===== config.mk =====
export PLATFORM = sky130hd
export DESIGN_NAME = circular_list_deque
export DESIGN_NICKNAME = d
export VERILOG_FILES = /design/src/design/cld_pkg.sv /design/src/design/cld_ram.sv /design/src/design/circular_list_deque.sv
export SDC_FILE = /design/constraint.sdc
export NUM_CORES = 1
export LEC_CHECK = 0
export ABC_AREA = 1
export BUFFER_PORTS_ARGS = -buffer_cell sky130_fd_sc_hd__buf_4
export CAP_MARGIN = 20
export CORE_MARGIN = 2
export CORE_UTILIZATION = 25
export DETAILED_ROUTE_END_ITERATION = 8
export GPL_ROUTABILITY_DRIVEN = 1
export HOLD_SLACK_MARGIN = 0.12
export PLACE_DENSITY = 0.38
export SETUP_SLACK_MARGIN = 0.05
export SLEW_MARGIN = 20
export SYNTH_ARGS = -nofsm -noshare
export SYNTH_HDL_FRONTEND = slang
export SYNTH_HIERARCHICAL = 1
export SYNTH_SLANG_ARGS = --single-unit
export TNS_END_PERCENT = 100

===== constraint.sdc =====
create_clock -name clk_i -period 3.55 [get_ports clk_i]
set_clock_uncertainty 0.1 [all_clocks]
set_input_delay 0.355 -clock clk_i [delete_from_list [all_inputs] [get_ports clk_i]]
set_output_delay 0.355 -clock clk_i [all_outputs]
set_load 0.02 [all_outputs]

===== src/design/cld_pkg.sv =====
// cld_pkg: shared types and constants for the bounded deque block
// operation codes, result status codes, control states and default sizes
// no dependencies
package cld_pkg;

  localparam int unsigned DefCapacity = 16;
  localparam int unsigned ValueWidth  = 32;

  typedef enum logic [2:0] {
    KIND_PUSH_FRONT = 3'd0,
    KIND_PUSH_BACK  = 3'd1,
    KIND_POP_FRONT  = 3'd2,
    KIND_POP_BACK   = 3'd3,
    KIND_DUMP       = 3'd4
  } kind_e;

  typedef enum logic [1:0] {
    STATUS_OK       = 2'd0,
    STATUS_OVERFLOW = 2'd1,
    STATUS_EMPTY    = 2'd2
  } status_e;

  typedef enum logic {
    ST_IDLE = 1'b0,
    ST_DUMP = 1'b1
  } state_e;

endpackage


===== src/design/cld_ram.sv =====
// cld_ram: generic single write port, single read port memory
// registered read; no dependencies
module cld_ram #(
  parameter int unsigned Width = 32,
  parameter int unsigned Depth = 16,
  parameter int unsigned AddrW = 4
) (
  input  logic             clk_i,
  input  logic             we_i,
  input  logic [AddrW-1:0] waddr_i,
  input  logic [Width-1:0] wdata_i,
  input  logic             re_i,
  input  logic [AddrW-1:0] raddr_i,
  output logic [Width-1:0] rdata_o
);

  logic [Width-1:0] mem_q [Depth];
  logic [Width-1:0] rdata_q;

  always_ff @(posedge clk_i) begin
    if (we_i) begin
      mem_q[waddr_i] <= wdata_i;
    end
    if (re_i) begin
      rdata_q <= mem_q[raddr_i];
    end
  end

  assign rdata_o = rdata_q;

endmodule


===== src/design/circular_list_deque.sv =====
// circular_list_deque: bounded double-ended queue over a ring memory
// pushes and pops: one word per cycle while not busy, result in the cycle after acceptance
// dump: busy until every entry is read, one entry read per cycle from the ring memory
// results cannot be stalled; each strobe cycle carries one word
// reset clears front index, count and control; the ring contents stay unknown
// depends on cld_pkg and cld_ram
module circular_list_deque #(
  parameter int unsigned CAPACITY = cld_pkg::DefCapacity
) (
  input  logic        clk_i,
  input  logic        rst_ni,
  input  logic        start,
  output logic        busy,
  input  logic [2:0]  kind_i,
  input  logic signed [31:0] value_i,
  output logic        strobe_o,
  output logic [1:0]  status_o,
  output logic signed [31:0] value_res_o,
  output logic        last_o
);

  localparam int unsigned IW = (CAPACITY > 1) ? $clog2(CAPACITY) : 1;
  localparam int unsigned CW = $clog2(CAPACITY + 1);
  localparam int unsigned VW = cld_pkg::ValueWidth;
  localparam logic [CW:0]   CapSum  = (CW + 1)'(CAPACITY);
  localparam logic [CW-1:0] CapCnt  = CW'(CAPACITY);
  localparam logic [IW-1:0] LastIdx = IW'(CAPACITY - 1);

  // ring position of base + off, with base + off below twice the capacity
  function automatic logic [IW-1:0] wrap_add(logic [IW-1:0] base, logic [CW-1:0] off);
    logic [CW:0] s;
    s = (CW + 1)'(base) + {1'b0, off};
    if (s >= CapSum) begin
      s = s - CapSum;
    end
    return s[IW-1:0];
  endfunction

  cld_pkg::state_e state_q, state_d;
  logic [IW-1:0] front_q, front_d;
  logic [CW-1:0] count_q, count_d;
  logic [CW-1:0] idx_q, idx_d;

  logic                 strobe_q, strobe_d;
  cld_pkg::status_e     status_q, status_d;
  logic                 last_q, last_d;
  logic                 use_mem_q, use_mem_d;
  logic [VW-1:0]        val_q, val_d;

  logic          we, re;
  logic [IW-1:0] waddr, raddr;
  logic [VW-1:0] rdata;
  logic          accept;

  assign accept = start && (state_q == cld_pkg::ST_IDLE);
  assign busy   = (state_q != cld_pkg::ST_IDLE);

  cld_ram #(
    .Width(VW),
    .Depth(CAPACITY),
    .AddrW(IW)
  ) u_ram (
    .clk_i  (clk_i),
    .we_i   (we),
    .waddr_i(waddr),
    .wdata_i(value_i),
    .re_i   (re),
    .raddr_i(raddr),
    .rdata_o(rdata)
  );

  always_comb begin
    state_d   = state_q;
    front_d   = front_q;
    count_d   = count_q;
    idx_d     = idx_q;
    strobe_d  = 1'b0;
    status_d  = cld_pkg::STATUS_OK;
    last_d    = 1'b1;
    use_mem_d = 1'b0;
    val_d     = value_i;
    we        = 1'b0;
    waddr     = front_q;
    re        = 1'b0;
    raddr     = front_q;

    case (state_q)
      cld_pkg::ST_IDLE: begin
        if (accept) begin
          case (kind_i)
            cld_pkg::KIND_PUSH_FRONT, cld_pkg::KIND_PUSH_BACK: begin
              strobe_d = 1'b1;
              if (count_q >= CapCnt) begin
                status_d = cld_pkg::STATUS_OVERFLOW;
              end else begin
                we      = 1'b1;
                count_d = count_q + 1'b1;
                if (kind_i == cld_pkg::KIND_PUSH_FRONT) begin
                  front_d = (front_q == '0) ? LastIdx : front_q - 1'b1;
                  waddr   = front_d;
                end else begin
                  waddr = wrap_add(front_q, count_q);
                end
              end
            end
            cld_pkg::KIND_POP_FRONT, cld_pkg::KIND_POP_BACK: begin
              strobe_d = 1'b1;
              if (count_q == '0) begin
                status_d = cld_pkg::STATUS_EMPTY;
                val_d    = '0;
              end else begin
                re        = 1'b1;
                use_mem_d = 1'b1;
                count_d   = count_q - 1'b1;
                if (kind_i == cld_pkg::KIND_POP_FRONT) begin
                  raddr   = front_q;
                  front_d = wrap_add(front_q, CW'(1));
                end else begin
                  raddr = wrap_add(front_q, count_q - 1'b1);
                end
              end
            end
            cld_pkg::KIND_DUMP: begin
              if (count_q == '0) begin
                strobe_d = 1'b1;
                status_d = cld_pkg::STATUS_EMPTY;
                val_d    = '0;
              end else begin
                idx_d   = '0;
                state_d = cld_pkg::ST_DUMP;
              end
            end
            default: begin
              // unknown operation: no word, no state change
            end
          endcase
        end
      end
      cld_pkg::ST_DUMP: begin
        re        = 1'b1;
        raddr     = wrap_add(front_q, idx_q);
        strobe_d  = 1'b1;
        use_mem_d = 1'b1;
        last_d    = (idx_q == count_q - 1'b1);
        idx_d     = idx_q + 1'b1;
        if (last_d) begin
          state_d = cld_pkg::ST_IDLE;
        end
      end
      default: begin
        state_d = cld_pkg::ST_IDLE;
      end
    endcase
  end

  always_ff @(posedge clk_i or negedge rst_ni) begin
    if (!rst_ni) begin
      state_q  <= cld_pkg::ST_IDLE;
      front_q  <= '0;
      count_q  <= '0;
      idx_q    <= '0;
      strobe_q <= 1'b0;
    end else begin
      state_q  <= state_d;
      front_q  <= front_d;
      count_q  <= count_d;
      idx_q    <= idx_d;
      strobe_q <= strobe_d;
    end
  end

  always_ff @(posedge clk_i) begin
    status_q  <= status_d;
    last_q    <= last_d;
    use_mem_q <= use_mem_d;
    val_q     <= val_d;
  end

  // popped and dumped words come straight from the memory read register
  assign strobe_o    = strobe_q;
  assign status_o    = status_q;
  assign last_o      = last_q;
  assign value_res_o = use_mem_q ? signed'(rdata) : signed'(val_q);

endmodule


# After elaboration in Yosys (flattened, before gate mapping)
# Memory sizes are Yosys's and may differ from the RTL's. A register that Yosys moved wholly into a read port is not among the register bits.
# Index checks and enable logic that the tools add are counted.
dict set report word_totals {
  out_inout_bits 37
  regBits 52
  ram_bits 512
  input_bits 38
  memories 1
}
dict set report classes {
  add_sub_neg 12
  reduce_logical 13
  magnitude_cmp 5
  bitwise_logic 2
  muxes 53
  eq_ne 12
}
# name depth width rd rd_clocked_by_memory_dff write_ports line_no
set memory_table {}
lappend memory_table {u_ram.mem_q 16 32 1 1 1 cld_ram.sv:17} ;# logic [Width-1:0] mem_q [Depth];
# operator count
set ops {}
lappend ops {{$mux 32} 5}
lappend ops {{$mux 4} 18}
lappend ops {{$mux 5} 5}
lappend ops {{$pmux 5 s2} 2}
lappend ops {{$sub 4x1->4 const B} 5}
lappend ops {{$add 4x5->6} 3}
lappend ops {{$ge 6x5->1 const B} 3}
lappend ops {{$pmux 4 s2} 2}
lappend ops {{$mux 1} 15}
lappend ops {{$ne 2x2->1 const B} 6}
lappend ops {{$add 5x1->5 const B} 2}
lappend ops {{$ge 5x5->1 const B} 2}
lappend ops {{$pmux 1 s2} 4}
lappend ops {{$reduce_and 7->1} 1}
lappend ops {{$eq 3x2->1 const B} 2}
lappend ops {{$reduce_or 2->1} 3}
lappend ops {{$add 4x1->5 const B} 1}
lappend ops {{$eq 5x5->1} 1}
lappend ops {{$logic_not 5->1} 1}
lappend ops {{$reduce_and 5->1} 1}
lappend ops {{$sub 5x1->5 const B} 1}
lappend ops {{$logic_not 4->1} 1}
lappend ops {{$pmux 2 s2} 1}
lappend ops {{$reduce_or 4->1} 1}
lappend ops {{other kinds (10)} 11}

# Longest topological paths before layout
# Gate-level depths: netlist (run 1).
dict set report logic_depth {
  depth_word 9
  depth_mapped 20
}

# Cells and area by module
# The synthesis (run 1) kept the hierarchy.
# mod cells_per_inst instances area_per_inst_um2 seq_area_each_um2
set by_module_without_submodules {}
lappend by_module_without_submodules {cld_ram 2120 1 23050.9 16335.7}
lappend by_module_without_submodules {circular_list_deque 389 1 3089.2 1121.1}

# Worst setup path before layout (run 1)
# OpenSTA, ideal clock, no wires.
dict set report synth_path {
  kind {register to register}
  start {reg front_q[1]}
  end {mem u_ram.mem_q[10][0], enable pin}
  setup_ns 0.421
  path_stages_with_launch 10
  arrival_ns 3.128
  t_required_ns 3.029
  period_less_slack_ns 3.649
  path_slack_ns -0.099
  cell_sequence {dfrtp_1 -> inv_1 -> fa_1 -> xnor2_1 -> nand2_1 -> o21ai_0 -> o21ai_0 -> inv_1 -> nand3b_1 -> nor2_1}
}
dict set report synth_between {
  elab_chain_len 8
  elab_cells_between_ends 12
  cone_classes {add/sub: 3; order compare: 1; mux: 7; reduce/logical: 1}
}
# item line_no
set synth_rtl {}
lappend synth_rtl {{start, declared} circular_list_deque.sv:40} ;# logic [IW-1:0] front_q, front_d;
lappend synth_rtl {{start signal, assigned} circular_list_deque.sv:165} ;# front_q <= front_d;
lappend synth_rtl {{$add 4x5->6} circular_list_deque.sv:32} ;# s = (CW + 1)'(base) + {1'b0, off};
lappend synth_rtl {{$ge 6x5->1 or $sub 4x1->4 (tied branches)} {circular_list_deque.sv:33, circular_list_deque.sv:34}}
lappend synth_rtl {{$mux 4} circular_list_deque.sv:33} ;# if (s >= CapSum) begin
lappend synth_rtl {{$mux 4 *} circular_list_deque.sv:98} ;# if (kind_i == cld_pkg::KIND_PUSH_FRONT) begin
lappend synth_rtl {{$mux 4 *} circular_list_deque.sv:93} ;# if (count_q >= CapCnt) begin
lappend synth_rtl {{$mux 4 *} circular_list_deque.sv:90} ;# case (kind_i)
lappend synth_rtl {{$mux 4 *} circular_list_deque.sv:89} ;# if (accept) begin
lappend synth_rtl {{$mux 4 *} circular_list_deque.sv:87} ;# case (state_q)
lappend synth_rtl {{via waddr[2]} circular_list_deque.sv:51} ;# logic [IW-1:0] waddr, raddr;
lappend synth_rtl {{end, declared} cld_ram.sv:17}
# The timed path passes the listed nets; every way through them passes the cells marked *.

# Final worst setup path (run 1)
dict set report layout_path {
  start {reg count_q[0]}
  end {reg u_ram.rdata_q[12] (netlist: u_ram/rdata_o[12]) (read register of u_ram.mem_q), data pin}
}
dict set report layout_between {
  elab_chain_len 9
  elab_cells_between_ends 15
  cone_classes {add/sub: 3; order compare: 1; mux: 10; reduce/logical: 1}
}
# item line_no
set layout_rtl {}
lappend layout_rtl {{start, declared} circular_list_deque.sv:41} ;# logic [CW-1:0] count_q, count_d;
lappend layout_rtl {{start signal, assigned} circular_list_deque.sv:166} ;# count_q <= count_d;
lappend layout_rtl {{$sub 5x1->5} circular_list_deque.sv:119} ;# raddr = wrap_add(front_q, count_q - 1'b1);
lappend layout_rtl {{$add 4x5->6} circular_list_deque.sv:32}
lappend layout_rtl {{$ge 6x5->1 or $sub 4x1->4 (tied branches)} {circular_list_deque.sv:33, circular_list_deque.sv:34}}
lappend layout_rtl {{$mux 4} circular_list_deque.sv:33}
lappend layout_rtl {{$mux 4} circular_list_deque.sv:115} ;# if (kind_i == cld_pkg::KIND_POP_FRONT) begin
lappend layout_rtl {{$mux 4 *} circular_list_deque.sv:108} ;# if (count_q == '0) begin
lappend layout_rtl {{$mux 4 *} circular_list_deque.sv:90}
lappend layout_rtl {{$mux 4 *} circular_list_deque.sv:89}
lappend layout_rtl {{$pmux 4 s2 *} circular_list_deque.sv:87}
lappend layout_rtl {{via raddr[1]} circular_list_deque.sv:51}
lappend layout_rtl {{end, declared} cld_ram.sv:18} ;# logic [Width-1:0] rdata_q;
# Marked as above.
# A chain may end at the register's enable or synchronous reset.

==> results of run 1 <==
[power by group]
group          total [mW]  leakage (nW)  switching [mW]  internal (mW)
clock                7.15          1.11            2.94           4.22
combinational        13.0          6.54            8.77           4.21
sequential           8.71          5.41           0.346           8.36
total                28.8          13.1            12.0           16.8
[flip-flops by register name, summed over array words and instances (netlist names)]
name / cells
busy: 1
count_q: 5
front_q: 4
idx_q: 5
last_o: 1
status_o: 2
strobe_o: 1
u_ram/mem_q: 512
u_ram/rdata_o: 32
use_mem_q: 1
val_q: 32
[through the flow]
step | instances | setup TNS (ns) | utilization (%) | total power [mW]
finish | 4086 | 0 | 30.2 | 28.8
global route | 4086 | 0 | 30.2 | 31.0
CTS | 4085 | 0 | 30.2 | 29.4
detailed placement | 3913 | 0 | 27.7 | 22.0
global placement | 3913 | 0 | 27.7 | 22.0
floorplan | 2509 | -20.87 | - | 17.7
[tightest hold or removal path: cells and delay by family (launching register included)]
family,cells,cell delay [ns]
AOI/OAI and AO/OA,2,0.16
DFF,1,0.36
[placed cells by master (no fill, tap or decap), types with 24 or more instances in the layout]
cell type / n
buf_12: 29
buf_4: 112
clkbuf_1: 24
clkbuf_16: 74
dfxtp_1: 35
dlygate4sd3_1: 38
edfxtp_1: 544
inv_1: 448
mux2_2: 30
nand2_1: 741
nand3_1: 412
nor2_1: 51
[kinds of logic (layout without fill, tap and decap cells)]
kind of cell	after synthesis	in the layout	synth area share [%]
AO/OA/AOI/OAI	38	38	0.814
XOR/XNOR	10	10	0.335
adder cells (fa/ha/maj)	18	18	0.948
buffers and inverters	575	771	9.61
flip-flops	596	596	66.8
multiplexers	32	32	1.38
other	0	1	0
AND/OR/NAND/NOR	1240	1240	20.1
[per-layer routing]
metal | vias up | share of wire (%) | track usage [%]
met4 | 2 | 1.7 | 3.67
met5 | - | 0.017 | 0
li1 | 8386 | - | -
met1 | 8429 | 46 | 19.1
met3 | 79 | 3.7 | 1.97
met2 | 286 | 48 | 23.7
[path summary, 6_finish.rpt]
path / start / end / slack (ns) / cells past startpoint
max: count_q[0] / u_ram/rdata_o[12] / 0.34 / 12
min: idx_q[4] / idx_q[4] / 0.46 / 2
max reg2reg: count_q[0] / u_ram/rdata_o[12] / 0.34 / 12
min reg2reg: idx_q[4] / idx_q[4] / 0.46 / 2
max in group asynchronous: rst_ni / count_q[4] / 1.89 / 3
min in group asynchronous: rst_ni / front_q[1] / 0.90 / 3
[what timing repair did]
item                                   CTS  global route
resized for setup                        0             0
endpoints found under the hold margin  570             0
buffers inserted                         0             0
hold buffers                            38             0
[cell type report]
type / count / area, um^2
Antenna cell: 1 / 2.50
Clock buffer: 101 / 1980
Clock inverter: 33 / 314
Fill cell: 10700 / 72300
Inverter: 458 / 1730
Multi-Input combinational cell: 1338 / 6320
Sequential cell: 596 / 17500
Tap cell: 1380 / 1730
Timing Repair Buffer: 179 / 1800
==> results by group, run 1 <==
Global routing
  • Global-route wire length before repair: ~110 mm
  • Total GRT Usage: 14.1%
  • Initial antenna violation count: 2
  • Grt ovf: 0
  • Largest net degree at the start of global routing: 91
  • Vias in the first global route: 16,800

Drt
  • Vias/cell: 4.21
  • DR iter-0 viols: 1,253
  • ANT nets after route: 0
  • Routed WL: about 76 mm
  • DR vias: 17,200
  • DRC violations left: 0
  • 1st-pass router iterations: 7
  • WL per Instance: approximately 19 um

Clocking
  • CTS sink cnt: 596
  • Clock transition at path regs: roughly 0.07 ns
  • Number of H-tree levels: 3
  • Clk_lat worst skew: 0.62 ns
  • CTS buffer count: 72
  • CTS tree: done
  • Clock root cell: clkbuf_16
  • Clk buf depth: 3

Worst setup path
  • Worst path max stage delay: 0.44 ns
  • Slowest cell on crit path: dfrtp_1
  • Startpoint types: flop
  • Peak fanout along the critical path: ~70
  • Worst Path Required: 3.92 ns
  • Worst EP arrival: roughly 3.6 ns
  • Most frequent CP cell: nand3_1
  • CP Cell Sequence: inv_1, ha_1, inv_1, fa_1, nand2_1, o211ai_1, inv_4, buf_12, nand3_1, nand3_1, nand3_1, nand2_1
  • Critical path class: flop to flop
  • Crit-path leading delay family: buffers and inverters
  • Buf+Inv Stages, Crit Path: 4
  • Crit end category: flop

Yosys
  • Post-synth top area share: 62.5%
  • Flop and latch count out of synthesis: 596
  • Net Count, Synth: 2,565
  • Synth warnings: 6
  • Post-synthesis cell area: 26,100 um^2
  • Yosys top cell by area: edfxtp_1
  • Synth Flop Type: edfxtp_1
  • Post-synth EDFFs: 544
  • Count leader, synth: nand2_1
  • Synth area leaders: edfxtp_1, nand2_1, nand3_1, inv_1, dfxtp_1
  • Distinct cell type count after synthesis: 39
  • Syn Area/Cell: approximately 10 um^2
  • Seq/Total Area, Yosys: 66.8%
  • Cells after synthesis: 2,509
  • Top cells by count, synth: nand2_1, edfxtp_1, inv_1
  • Async SR Flop Fraction: 2.68%

Final layout
  • Cell area after layout: roughly 31,000 um^2
  • Share of post-route cells with drive strength above 1: 11.5%
  • Final #Nets: 2,701
  • Area growth syn-to-layout: 19.9%

Place
  • RePlAce Congestion: 0.775
  • Placed Area: 28,700 um^2
  • Pre-CTS WS: 0.385 ns
  • Number of I/O port buffers: 74
  • HPWL Detailed: around 41 mm

STA
  • Final setup fails: 0
  • Crit path time final: 3.21 ns
  • Final hold slack: between 0.4 and 0.5 ns
  • Peak Freq: 0.312 GHz
  • Max-Slew Margin vs Limit: around two fifths
  • Final Max Slew Viols: 0
  • Final worst slack: 0.342 ns
  • Final Hold Violating Endpoints: 0
  • Period utilisation layout: 90.4%
  • Slew of the pin with the lowest slew margin: between 0.8 and 0.9 ns
  • RSZ-0062 raised after global routing: no

Die
  • Initial Utilization: 25.2%
  • IO Pins: between 70 and 80
  • Row cnt: 118
  • Core ar.: 104,000 um^2
  • Die width: between 300 and 400 um
  • Die area: 107,000 um^2
  • Die height: 327 um

Pwr
  • Leak pwr: 13.1 nW
  • Power density cells: 920 nW/um^2
  • Worst vdd ir: 1.08 mV

Status
  • Status: finished, final reports clean

Hold path
  • HP Class: flop to flop

Flow run
  • Total of max-cap violations: 0
No activity file was read; power rests on OpenSTA's default activity.
==> run 2, diff against run 1 <==
--- a/config.mk
+++ b/config.mk
@@ -13,8 +13,10 @@
 export DETAILED_ROUTE_END_ITERATION = 8
 export GPL_ROUTABILITY_DRIVEN = 1
 export HOLD_SLACK_MARGIN = 0.12
-export PLACE_DENSITY = 0.38
+export PLACE_DENSITY = 0.44
+export REMOVE_ABC_BUFFERS = 1
 export SETUP_SLACK_MARGIN = 0.05
+export SKIP_LAST_GASP = 1
 export SLEW_MARGIN = 20
 export SYNTH_ARGS = -nofsm -noshare
 export SYNTH_HDL_FRONTEND = slang
==> results by group, run 2 (synthesized netlist as in run 1, its figures left out) <==
Place
  • HPWL Detailed: 37.1 mm (was 40.5 mm)
  • Placed Area: 28,600 um^2 (was 28,700 um^2)
  • Pre-CTS WS: 0.224 ns (was 0.385 ns)
  • Number of I/O port buffers: 74 (unchanged)
  • RePlAce Congestion: 0.759 (was 0.775)
  • Placed insts: 3,900 (was 3,913)

STA
  • Final setup fails: 0 (unchanged)
  • Peak Freq: 0.306 GHz (was 0.312 GHz)
  • RSZ-0062 raised after global routing: no (unchanged)
  • Setup TNS Final: 0 ns (unchanged)
  • Final worst slack: 0.280 ns (was 0.342 ns)
  • Slew of the pin with the lowest slew margin: 0.885 ns (was 0.879 ns)
  • Final Hold Violating Endpoints: 0 (unchanged)
  • Period utilisation layout: 92.1% (was 90.4%)
  • Final Max Slew Viols: 0 (unchanged)
  • Max-Slew Margin vs Limit: 40.8% (was 41.2%)
  • Crit path time final: 3.27 ns (was 3.21 ns)

Hold path
  • HP Class: flop to flop (unchanged)
  • Hold Path Stages: 2 (unchanged)

Die
  • Die width: 327 um (unchanged)
  • Die area: 107,000 um^2 (unchanged)
  • Row cnt: 118 (unchanged)
  • Die height: 327 um (unchanged)
  • IO Pins: 75 (unchanged)
  • Initial Utilization: 25.2% (unchanged)
  • Core ar.: 104,000 um^2 (unchanged)

Drt
  • DRC violations left: 0 (unchanged)
  • WL per Instance: 17.5 um (was 18.5 um)
  • Vias/cell: 4.14 (was 4.21)
  • DR iter-0 viols: 1,135 (was 1,253)
  • 1st-pass router iterations: 5 (was 7)
  • DR vias: 16,800 (was 17,200)
  • ANT nets after route: 0 (unchanged)
  • Routed WL: 71.0 mm (was 75.8 mm)

Pwr
  • Sequential share of power: 30.9% (was 30.2%)
  • P_sw: 11.7 mW (was 12.0 mW)
  • Int Power: 16.5 mW (was 16.8 mW)
  • Worst vdd ir: 0.913 mV (was 1.08 mV)
  • Clock network power share: 24.4% (was 24.8%)
  • Sw Share: 41.5% (was 41.8%)
  • Power density cells: 907 nW/um^2 (was 920 nW/um^2)
  • Leak pwr: 13.0 nW (was 13.1 nW)
  • Combinational share of power: 44.7% (was 45.0%)

Final layout
  • Final design utilization: 30.1% (was 30.2%)
  • Final #Nets: 2,686 (was 2,701)
  • Cell area after layout: 31,200 um^2 (was 31,300 um^2)
  • Largest register by flop count: u_ram/mem_q (unchanged)
  • Multi-input logic area: 6320 um^2 (unchanged)
  • Max reg flops: 512 (unchanged)
  • Area growth syn-to-layout: 19.3% (was 19.9%)
  • Share of post-route cells with drive strength above 1: 10.9% (was 11.5%)
  • Most frequent cells in the layout: nand2_1, edfxtp_1, inv_1 (unchanged)
  • Register area: 17,500 um^2 (about the same)
  • Commonest non-fill, non-tap cell in the layout: nand2_1 (unchanged)
  • Layout Cells excl Fill: 4,066 (was 4,086)
  • Fill cell count: 10,700 (about the same)
  • # diodes: 0 (was 1)

Clocking
  • Clock transition at path regs: 0.06 ns (was 0.07 ns)
  • CTS buffer count: 68 (was 72)
  • Number of H-tree levels: 3 (unchanged)
  • Clock root cell: clkbuf_16 (unchanged)
  • CTS sink cnt: 596 (unchanged)
  • Clk buf depth: 3 (unchanged)
  • CTS tree: done (unchanged)
  • Clk_lat worst skew: 0.61 ns (was 0.62 ns)

Worst setup path
  • Levels on crit path: 11 (was 12)
  • Slowest cell on crit path: buf_12 (was dfrtp_1)
  • Worst Path Required: 3.92 ns (about the same)
  • Critical path class: flop to flop (unchanged)
  • Buf+Inv Stages, Crit Path: 3 (was 4)
  • Crit end category: flop (unchanged)
  • Startpoint types: flop (unchanged)
  • Peak fanout along the critical path: 128 (was 72)
  • Worst Reg-to-Reg Cells: 11 (was 12)
  • CP Cell Sequence: inv_1, ha_1, inv_1, fa_1, nand2_1, o211ai_1, buf_12, nand3_1, nand3_1, nand3_1, nand2_1 (was inv_1, ha_1, inv_1, fa_1, nand2_1, o211ai_1, inv_4, buf_12, nand3_1, nand3_1, nand3_1, nand2_1)
  • Crit-path leading delay family: buffers and inverters (unchanged)
  • Most frequent CP cell: nand3_1 (unchanged)
  • Worst EP arrival: 3.64 ns (was 3.58 ns)
  • Worst path max stage delay: 0.64 ns (was 0.44 ns)

Flow run
  • Total of max-cap violations: 0 (unchanged)

Global routing
  • Grt ovf: 0 (unchanged)
  • GRT Max-Usage Layer: met2 (unchanged)
  • Initial antenna violation count: 3 (was 2)
  • M2 GR Usage: 21.4% (was 23.7%)
  • Global-route wire length before repair: 107 mm (was 112 mm)
  • Met1 usage: 18.9% (was 19.1%)
  • Vias in the first global route: 16,500 (was 16,800)
  • Total GRT Usage: 13.3% (was 14.1%)
  • Largest net degree at the start of global routing: 129 (was 91)
  • Global routing usage on met3: 1.85% (was 1.97%)

Status
  • Status: finished, final reports clean (unchanged)
-- run 2: worst register-to-register path, delay by kind of cell (launching register included) --
family,cells,cell delay (ns)
buffers and inverters,3,0.89
AND/OR/NAND/NOR,5,0.62
flip-flops,1,0.41
AO/OA/AOI/OAI,1,0.23
adder cells (fa/ha/maj),2,0.87
-- run 2: timing repair --
action / CTS / global route
endpoints found under the hold margin: 570 / 0
hold buffers: 39 / 0
setup endpoints to repair: 0 / 118
gates resized for setup: 0 / 3
buffers inserted: 0 / 1
-- run 2: metrics by stage --
stage / hold WS (ns) / power, mW
after floorplan: -0.0406 / 14.3
after global placement: 0.150 / 21.7
after detailed placement: 0.148 / 21.7
after CTS: 0.461 / 28.7
after global routing: 0.494 / 30.3
final: 0.462 / 28.3
-- run 2: path summary, 6_finish.rpt --
path	startpoint	to	slack, ns
setup / recovery	count_q[0]	u_ram/rdata_o[7]	0.28
hold / removal	idx_q[4]	idx_q[4]	0.46
setup reg to reg	count_q[0]	u_ram/rdata_o[7]	0.28
hold reg to reg	idx_q[4]	idx_q[4]	0.46
max in group asynchronous	rst_ni	front_q[0]	1.90
min in group asynchronous	rst_ni	count_q[2]	0.84
-- run 2: layout make-up --
type / count / area share, %
sequential: 596 / 56.0
multi-input combinational: 1338 / 20.3
clock buffer: 99 / 6.16
timing repair buffer: 168 / 5.63
inverter: 458 / 5.57
tap: 1380 / 5.54
clock inverter: 27 / 0.831
-- run 2: power groups by stage --
stage	Clock, mW	Combinational (mW)	Sequential (mW)
3_5_place_dp	0	12.8	8.88
5_1_grt	7.39	14.2	8.77
3_3_place_gp	0	12.8	8.89
4_1_cts	7.14	12.9	8.74
2_1_floorplan	0	5.58	8.71
6_report	6.91	12.6	8.73
-- run 2: metal layers --
metal | up-vias | wire [um]
li1 | 8364 | -
met1 | 8115 | 34500
met2 | 293 | 32700
met3 | 73 | 2630
met4 | 4 | 1150
met5 | - | 27
